[src/hdl/im2col_pkg.sv]
// ----------------------------------------------------------------------------
// im2col_pkg
// Shared types, register map and defaults of the im2col patch gather block.
// ----------------------------------------------------------------------------
`default_nettype none

package im2col_pkg;

   // Default storage limits
   localparam int DEF_MAX_ROWS     = 64;
   localparam int DEF_MAX_COLS     = 64;
   localparam int DEF_MAX_CHANNELS = 4;
   localparam int DEF_MAX_KERNEL   = 8;

   // Configuration port
   localparam int CSR_ADDR_W = 5;
   localparam int CSR_DATA_W = 32;
   localparam int REG_IDX_W  = 3;

   localparam logic [REG_IDX_W-1:0] REG_IMAGE_ROWS  = 3'd0;
   localparam logic [REG_IDX_W-1:0] REG_IMAGE_COLS  = 3'd1;
   localparam logic [REG_IDX_W-1:0] REG_KERNEL_ROWS = 3'd2;
   localparam logic [REG_IDX_W-1:0] REG_KERNEL_COLS = 3'd3;
   localparam logic [REG_IDX_W-1:0] REG_PAD_AMOUNT  = 3'd4;
   localparam logic [REG_IDX_W-1:0] REG_STEP_SIZE   = 3'd5;
   localparam logic [REG_IDX_W-1:0] REG_OUT_ROWS    = 3'd6;
   localparam logic [REG_IDX_W-1:0] REG_OUT_COLS    = 3'd7;

   // Command codes
   localparam logic CMD_WRITE  = 1'b0;
   localparam logic CMD_GATHER = 1'b1;

   // Signed image coordinate: covers row*stride - pad + kernel offset
   localparam int POS_W = 12;

   typedef struct packed {
      logic [6:0] image_rows;
      logic [6:0] image_cols;
      logic [3:0] kernel_rows;
      logic [3:0] kernel_cols;
      logic [2:0] pad_amount;
      logic [3:0] step_size;
      logic [7:0] out_rows;
      logic [7:0] out_cols;
   } cfg_type;

   localparam cfg_type CFG_RESET = '{
      image_rows:  7'd64,
      image_cols:  7'd64,
      kernel_rows: 4'd3,
      kernel_cols: 4'd3,
      pad_amount:  3'd1,
      step_size:   4'd1,
      out_rows:    8'd64,
      out_cols:    8'd64
   };

   typedef struct packed {
      logic        command;
      logic [1:0]  channel;
      logic [6:0]  row_index;
      logic [6:0]  col_index;
      logic [31:0] write_value;
   } req_type;

   typedef struct packed {
      logic [31:0] pixel_word;
      logic [5:0]  kernel_offset;
      logic [13:0] column_index;
      logic        is_padding;
      logic        request_error;
      logic        last;
   } rsp_type;

   typedef enum logic {
      ST_IDLE,
      ST_RUN
   } state_type;

   // Controller to datapath
   typedef struct packed {
      logic take;
      logic issue;
   } ctrl_cmd_type;

   // Datapath to controller
   typedef struct packed {
      logic slot_free;
      logic elem_last;
   } ctrl_stat_type;

endpackage

`default_nettype wire

[src/hdl/im2col_regs.sv]
// ----------------------------------------------------------------------------
// im2col_regs
// Configuration register file behind the APB-style port.
// ----------------------------------------------------------------------------
`default_nettype none

module im2col_regs (
   input  wire logic                                 clock,
   input  wire logic                                 reset,
   input  wire logic                                 csr_psel,
   input  wire logic                                 csr_penable,
   input  wire logic                                 csr_pwrite,
   input  wire logic [im2col_pkg::CSR_ADDR_W-1:0]    csr_paddr,
   input  wire logic [im2col_pkg::CSR_DATA_W-1:0]    csr_pwdata,
   output logic      [im2col_pkg::CSR_DATA_W-1:0]    csr_prdata,
   output logic                                      csr_pready,
   output im2col_pkg::cfg_type                       cfg
);

   im2col_pkg::cfg_type                  cfg_ff;
   im2col_pkg::cfg_type                  cfg_in;
   logic                                 wr_en;
   logic [im2col_pkg::REG_IDX_W-1:0]     reg_idx;

   assign csr_pready = 1'b1;
   assign reg_idx    = csr_paddr[im2col_pkg::CSR_ADDR_W-1:2];
   assign wr_en      = csr_psel & csr_penable & csr_pwrite;
   assign cfg        = cfg_ff;

   always_comb begin
      cfg_in = cfg_ff;
      if (wr_en) begin
         case (reg_idx)
            im2col_pkg::REG_IMAGE_ROWS:  cfg_in.image_rows  = csr_pwdata[6:0];
            im2col_pkg::REG_IMAGE_COLS:  cfg_in.image_cols  = csr_pwdata[6:0];
            im2col_pkg::REG_KERNEL_ROWS: cfg_in.kernel_rows = csr_pwdata[3:0];
            im2col_pkg::REG_KERNEL_COLS: cfg_in.kernel_cols = csr_pwdata[3:0];
            im2col_pkg::REG_PAD_AMOUNT:  cfg_in.pad_amount  = csr_pwdata[2:0];
            im2col_pkg::REG_STEP_SIZE:   cfg_in.step_size   = csr_pwdata[3:0];
            im2col_pkg::REG_OUT_ROWS:    cfg_in.out_rows    = csr_pwdata[7:0];
            im2col_pkg::REG_OUT_COLS:    cfg_in.out_cols    = csr_pwdata[7:0];
            default:                     cfg_in = cfg_ff;
         endcase
      end
   end

   always_comb begin
      case (reg_idx)
         im2col_pkg::REG_IMAGE_ROWS:  csr_prdata = 32'(cfg_ff.image_rows);
         im2col_pkg::REG_IMAGE_COLS:  csr_prdata = 32'(cfg_ff.image_cols);
         im2col_pkg::REG_KERNEL_ROWS: csr_prdata = 32'(cfg_ff.kernel_rows);
         im2col_pkg::REG_KERNEL_COLS: csr_prdata = 32'(cfg_ff.kernel_cols);
         im2col_pkg::REG_PAD_AMOUNT:  csr_prdata = 32'(cfg_ff.pad_amount);
         im2col_pkg::REG_STEP_SIZE:   csr_prdata = 32'(cfg_ff.step_size);
         im2col_pkg::REG_OUT_ROWS:    csr_prdata = 32'(cfg_ff.out_rows);
         im2col_pkg::REG_OUT_COLS:    csr_prdata = 32'(cfg_ff.out_cols);
         default:                     csr_prdata = '0;
      endcase
   end

   always_ff @(posedge clock) begin
      if (reset) begin
         cfg_ff <= im2col_pkg::CFG_RESET;
      end else begin
         cfg_ff <= cfg_in;
      end
   end

endmodule

`default_nettype wire

[config.mk]
export PLATFORM = sky130hd
export DESIGN_NAME = im2col_regs
export DESIGN_NICKNAME = d
export VERILOG_FILES = /design/src/hdl/im2col_pkg.sv /design/src/hdl/im2col_regs.sv
export SDC_FILE = /design/constraint.sdc
export NUM_CORES = 1
export LEC_CHECK = 0
export ABC_AREA = 1
export ABC_CLOCK_PERIOD_IN_PS = 1300
export CORE_UTILIZATION = 25
export DETAILED_ROUTE_END_ITERATION = 12
export DONT_BUFFER_PORTS = 1
export PLACE_DENSITY = 0.38
export SLEW_MARGIN = 20
export SYNTH_ARGS = -nofsm -noshare
export SYNTH_HDL_FRONTEND = slang
export SYNTH_SLANG_ARGS = --single-unit
[constraint.sdc]
create_clock -name clock -period 1.3 [get_ports clock]
set_input_delay 0.26 -clock clock [delete_from_list [all_inputs] [get_ports clock]]
set_output_delay 0.26 -clock clock [all_outputs]
set_load 0.02 [all_outputs]
==> results.md, run 1 <==
* Status: complete, but fails checks
* Violated checks: setup timing
* CTS buffer count at 5
* Core area at 9240 µm²
* PD cells at roughly 940 nW/µm²
* Area taken by multi-input logic gates at between 1000 and 1500 µm²
* Post-Route WL at 7.63 mm
* Worst hold path type: in -> reg
* CP Launch Type: register
* Worst hold margin at 0.0736 ns
* Crit. path cell count at 4
* Vias at 2,217
* Top Family by Delay on Critical Path: simple AND/OR/NAND/NOR gates
* Sequential share of power at 50.4%
* Commonest cells after routing, fill and taps aside: nor2_1, buf_4, nand2_1
* Commonest non-fill, non-tap cell in the layout: nor2_1
* Final hold vios at 0
* Synth warn at 0
* Post-route setup slack at -0.0409 ns
* Post-route clock period utilization at 103%
* Total Routing Usage GR at about 16%
* DP Cell Count at 495
* P&R area growth vs syn at 24.9%
* Reg2reg start: cfg[31]
* Cell Rows at 35
* CP max stage delay at roughly 0.33 ns
* Synthesized area at about 2400 µm²
* Worst r2r dst: cfg[31]
* Sw Ratio at 26.6%
* Nets at approximately 420
* R2r setup slk at 0.37 ns
* Register area at approximately 910 µm²
* DR WL/cell at 15.2 µm
* Max-Cap Viols at 0
* Pin count of the biggest net entering global routing at 46
* Worst-skew pair later-pin latency at approximately 0.30 ns
* DRC at 0
* Design area at 2980 µm²
* Max reg flops at 45
* Total die area at 9950 µm²
* Most common flop cell mapped by yosys: dfxtp_1
* Async set-or-reset flop fraction in the synthesized netlist at 0%
* Vias in the first global route at around 2,100
* # fillers at 1,020
* Critical path endpoint: csr_prdata[3]
* Crit-path max FO at 2
* Total grt overflow at 0
* Syn Area/Cell at 7.22 µm²
* CTS tree: built
* First-pass DRT Iterations at 4
* Clock Power Share at 37.4%
* Worst Skew at 0 ns
* RSZ-0062 raised after global routing: yes
* DIE WIDTH at 99.8 µm
* IO buf count at 0
* Die height at between 90 and 100 µm
* Clk buf depth at 2
* Crit Path Category: reg -> out
* Max-slew violation count at 0
* Initial Util at 25.9%
* Yosys reg bits at 45
* Non-filler cells in the finished layout at 503
* Seq/Total Area, Yosys at 37.7%
* ANT nets after route at 0
* Cell Area, Placed at 2810 µm²
* Initial DRC Count at 112
* CP Cell Sequence: nand4_1, nand2_1, nor2_2, nand3_2
* CP max stage cell: dfxtp_2
* HP Start: csr_pwdata[0]
* Switch Pwr at about 0.00074 W
* Unique masters post-synth at 28
* Routability congestion estimate at approximately 0.77
* H-tree Lvls at 2
* Initial antenna violation count at 0
* Leak Pwr at 1.34 nW
* Global-route wire length before repair at 11.9 mm
* # diodes at 0
* Final Setup Violations at 4
* Clk root buf: clkbuf_8
* Setup crit start: cfg[30]
* Minimum clock period at 1.34 ns
* Post-synth EDFFs at 0
* Combinational Power Share at 12.2%
* Worst-path clk slew at around 0.08 ns
* Worst Path Required at 1.04 ns
* I/O Pins at 120
* Layout cells sized above 1 at between 30% and 40%
* Mapped Cells at 331
* F_max at ~0.75 GHz
* Sink Count at 45
* Drt via density at 4.41
* CP endpoint kind: primary output
* R2r worst-path depth at 4
* Pint at 0.00205 W
* Worst path arrival time at 1.08 ns
* Maximum vdd drop at 0.000403 V
* Buf/Inv on CP at 0
* Detailed-placement wirelength estimate at 5.59 mm
==> worst min-delay path by stage <==
stage	end	slack (ns)	cells after the start
after detailed placement	cfg[23]	0.38	2
after global routing	cfg[24]	0.06	2
final	cfg[23]	0.07	2
after floorplan	cfg[6]	0.37	2
after CTS	cfg[23]	0.06	2
after global placement	cfg[6]	0.38	2
==> metal layers <==
metal | vias to the layer above | wire length (µm) | track usage (%)
met1 | 1028 | 3510 | 20.9
met5 | - | 0 | 0
met4 | 0 | 82 | 4.41
met2 | 61 | 3490 | 25.1
met3 | 5 | 542 | 5.08
li1 | 1123 | - | -
==> cells by family (layout without fill, tap and decap cells) <==
group,Yosys count,in the layout,synth area share [%]
other cells,2,25,0.314
simple gates,185,185,38.4
buf+inv,59,79,14.6
flops,45,45,37.7
compound gates,40,40,8.95
==> stage by stage <==
stage                     util (%)  power (W)  setup slack (ns)  TNS (ns)
after CTS                     31.7    0.00284           -0.0760    -0.262
after global placement        30.4    0.00177            0.0415         0
final                         32.3    0.00279           -0.0409    -0.104
after floorplan                  -    0.00177            0.0171         0
after global routing          32.3    0.00293            -0.114    -0.437
after detailed placement      30.4    0.00177            0.0383         0
==> cell usage after synthesis (2+ instances only) <==
cell type | instances | area [µm²]
nor2_1 | 68 | 255
nand2_1 | 49 | 184
dfxtp_1 | 45 | 901
buf_4 | 27 | 203
o21ai_0 | 26 | 130
nand3_1 | 18 | 90.1
nand4_1 | 17 | 106
nor3_1 | 15 | 75.1
inv_1 | 12 | 45.0
o21ai_1 | 9 | 45.0
clkbuf_1 | 7 | 26.3
inv_2 | 6 | 22.5
buf_2 | 5 | 25.0
nor2_2 | 5 | 31.3
nor2_4 | 5 | 56.3
nand3_4 | 3 | 52.6
conb_1 | 2 | 7.51
o21ai_2 | 2 | 17.5
==> cell type report <==
type	instances	share of cell area [%]
clock buffers	5	2.31
multi-input cells	250	43.9
flip-flops and latches	45	30.6
inverters	19	2.89
repair buffers	53	13.8
well taps	129	5.41
clock inverters	2	1.17
==> power groups by stage <==
stage	sequential, W	clock (W)	combinational [W]
after floorplan	0.00146	0	0.000313
after global placement	0.00144	0	0.000327
after detailed placement	0.00144	0	0.000328
after CTS	0.00141	0.00111	0.000332
after global routing	0.00141	0.00115	0.000372
final	0.00141	0.00104	0.000339
==> what timing repair did <==
action                     4_1_cts  5_1_grt
setup buffers                    0        1
pin swaps                        6       10
hold buffers                     0        0
setup endpoints to repair        5        5
resized for setup               11       13
==> worst reg2reg max path: cells and delay by family (launching register included) <==
kind / cells / cell delay [ns]
flops: 1 / 0.34
simple gates: 1 / 0.05
compound gates: 1 / 0.16
buf+inv: 2 / 0.28
(Power assumes the default switching activity.)
==> run 2: changes to the inputs <==
- CTS_BUF_LIST: not set -> sky130_fd_sc_hd__clkbuf_16
- SLEW_MARGIN: 20 -> not set
==> results.md, run 2 (synthesis results as in run 1) <==
* Worst hold path type: in -> reg
* Vias in the first global route at 2,102 (+0.62%)
* DRC at 0 (unchanged)
* Die height at 99.8 µm (unchanged)
* Worst Skew at 0 ns (unchanged)
* Minimum clock period at 1.32 ns (-0.0244 ns)
* RSZ-0062 raised after global routing: yes
* Total Routing Usage GR at 16.0% (+0.059 points)
* H-tree Lvls at 2 (unchanged)
* Core area at 9240 µm² (unchanged)
* P&R area growth vs syn at 27.3%
* Status: complete, but fails checks
* Layout cells sized above 1 at 30.5% (+0.27 points)
* Drt via density at 4.43 (+0.54%)
* Total grt overflow at 0 (unchanged)
* Total die area at 9950 µm² (unchanged)
* Max-slew violation count at 0 (unchanged)
* DR WL/cell at 15.1 µm (-0.59%)
* Global-route wire length before repair at 12.0 mm (+0.52%)
* Post-layout util at 32.9% (+0.62 points)
* Initial antenna violation count at 0 (unchanged)
* Reg2reg start: cfg[31]
* Crit Path Category: reg -> out
* Clk root buf: clkbuf_16
* Crit-path max FO at 2 (unchanged)
* Nets at 416 (unchanged)
* Max reg flops at 45 (unchanged)
* Leak Pwr at 1.37 nW (+2.0%)
* Vias at 2,229 (+0.54%)
* Post-Route WL at 7.59 mm (-0.59%)
* F_max at 0.760 GHz (+1.9%)
* Cell Area, Placed at 2810 µm² (unchanged)
* First-pass DRT Iterations at 4 (unchanged)
* Worst Path Required at 1.04 ns (about the same)
* Violated checks: setup timing
* Max-Cap Viols at 0 (unchanged)
* Worst r2r dst: cfg[31]
* R2r worst-path depth at 4 (unchanged)
* Worst-skew pair later-pin latency at 0.28 ns (-0.02 ns)
* Non-filler cells in the finished layout at 503 (unchanged)
* I/O Pins at 120 (unchanged)
* PD cells at 1040 nW/µm² (+11%)
* CTS buffer count at 5 (unchanged)
* Commonest cells after routing, fill and taps aside: nor2_1, buf_4, nand2_1
* Final Setup Violations at 2 (-2)
* Dpl ws at 0.0383 ns (unchanged)
* CP Launch Type: register
* Initial Util at 25.9% (unchanged)
* Initial DRC Count at 110 (-1.8%)
* Final hold vios at 0 (unchanged)
* # fillers at 1,011 (-0.88%)
* DIE WIDTH at 99.8 µm (unchanged)
* Routability congestion estimate at 0.768 (unchanged)
* IO buf count at 0 (unchanged)
* CTS tree: built
* CP endpoint kind: primary output
* Critical path endpoint: csr_prdata[3]
* Clk buf depth at 2 (unchanged)
* Cell Rows at 35 (unchanged)
* # diodes at 0 (unchanged)
* HP Start: csr_pwdata[0]
* Post-route setup slack at -0.0165 ns (+0.0244 ns)
* DP Cell Count at 495 (unchanged)
* Maximum vdd drop at 0.000525 V (+30%)
* Worst path arrival time at 1.06 ns (-0.02 ns)
* Detailed-placement wirelength estimate at 5.59 mm (unchanged)
* ANT nets after route at 0 (unchanged)
* Setup crit start: cfg[30]
* R2r setup slk at 0.38 ns (about the same)
* Sink Count at 45 (unchanged)
* Design area at 3040 µm² (+1.9%)
* Worst-path clk slew at 0.06 ns (-0.02 ns)
* Post-route clock period utilization at 101% (-1.9 points)
* Commonest non-fill, non-tap cell in the layout: nor2_1
* Pin count of the biggest net entering global routing at 46 (unchanged)
[run 2: cell count changes in the layout (fill, tap and decap cells not counted)]
cell / delta
clkbuf_16: +5
clkbuf_8: -5
dfxtp_1: -1
dfxtp_2: +1
nand2_1: -1
nand2_2: +1
nor2_1: +1
nor2_2: -1
[run 2: how the worst min path moves through the flow]
stage / endpoint / depth (start not counted)
after floorplan: cfg[6] / 2
after global placement: cfg[6] / 2
after detailed placement: cfg[23] / 2
after CTS: cfg[23] / 2
after global routing: cfg[24] / 2
final: cfg[23] / 2
[run 2: worst max-delay path: stages, from the launching register on]
cell and delay, ns:
dfxtp_2 0.32, nand4_1 0.08, nand2_1 0.10, nor2_2 0.11, nand3_2 0.16
[run 2: layer usage]
layer / routed length (µm) / global-route usage (%) / up-vias
met5: 0 / 0 / -
met4: 99 / 4.75 / 0
met3: 654 / 5.08 / 8
met2: 3510 / 25.3 / 77
met1: 3320 / 20.9 / 1021
li1: - / - / 1123
[run 2: what timing repair did]
item,in CTS,in global routing
setup endpoints to repair,5,5
hold buffers,0,0
buffers inserted,1,0
pin swaps,7,7
resized for setup,10,15
[run 2: where the power goes]
| part | total, W | leakage [nW] | internal, W | switching (W) |
|---|---|---|---|---|
| clock network | 0.00141 | 0.0797 | 0.000892 | 0.000514 |
| logic | 0.000339 | 0.921 | 0.0000931 | 0.000246 |
| registers | 0.00141 | 0.366 | 0.00140 | 0.0000110 |
[run 2: stage by stage]
stage | total power [W] | TNS, ns | hold slack, ns
6_report | 0.00315 | -0.0224 | 0.0913
5_1_grt | 0.00331 | -0.263 | 0.0904
4_1_cts | 0.00321 | -0.133 | 0.0871
3_5_place_dp | 0.00177 | 0 | 0.384
3_3_place_gp | 0.00177 | 0 | 0.378
2_1_floorplan | 0.00177 | 0 | 0.373
[run 2: cell type report]
type	instances	area, µm²	share of cell area (%)
Clock buffer	5	125	4.11
Clock inverter	2	35.0	1.15
Inverter	19	86.3	2.84
Multi-Input combinational cell	250	1310	43.1
Sequential cell	45	913	30.0
Tap cell	129	161	5.31
Timing Repair Buffer	53	410	13.5
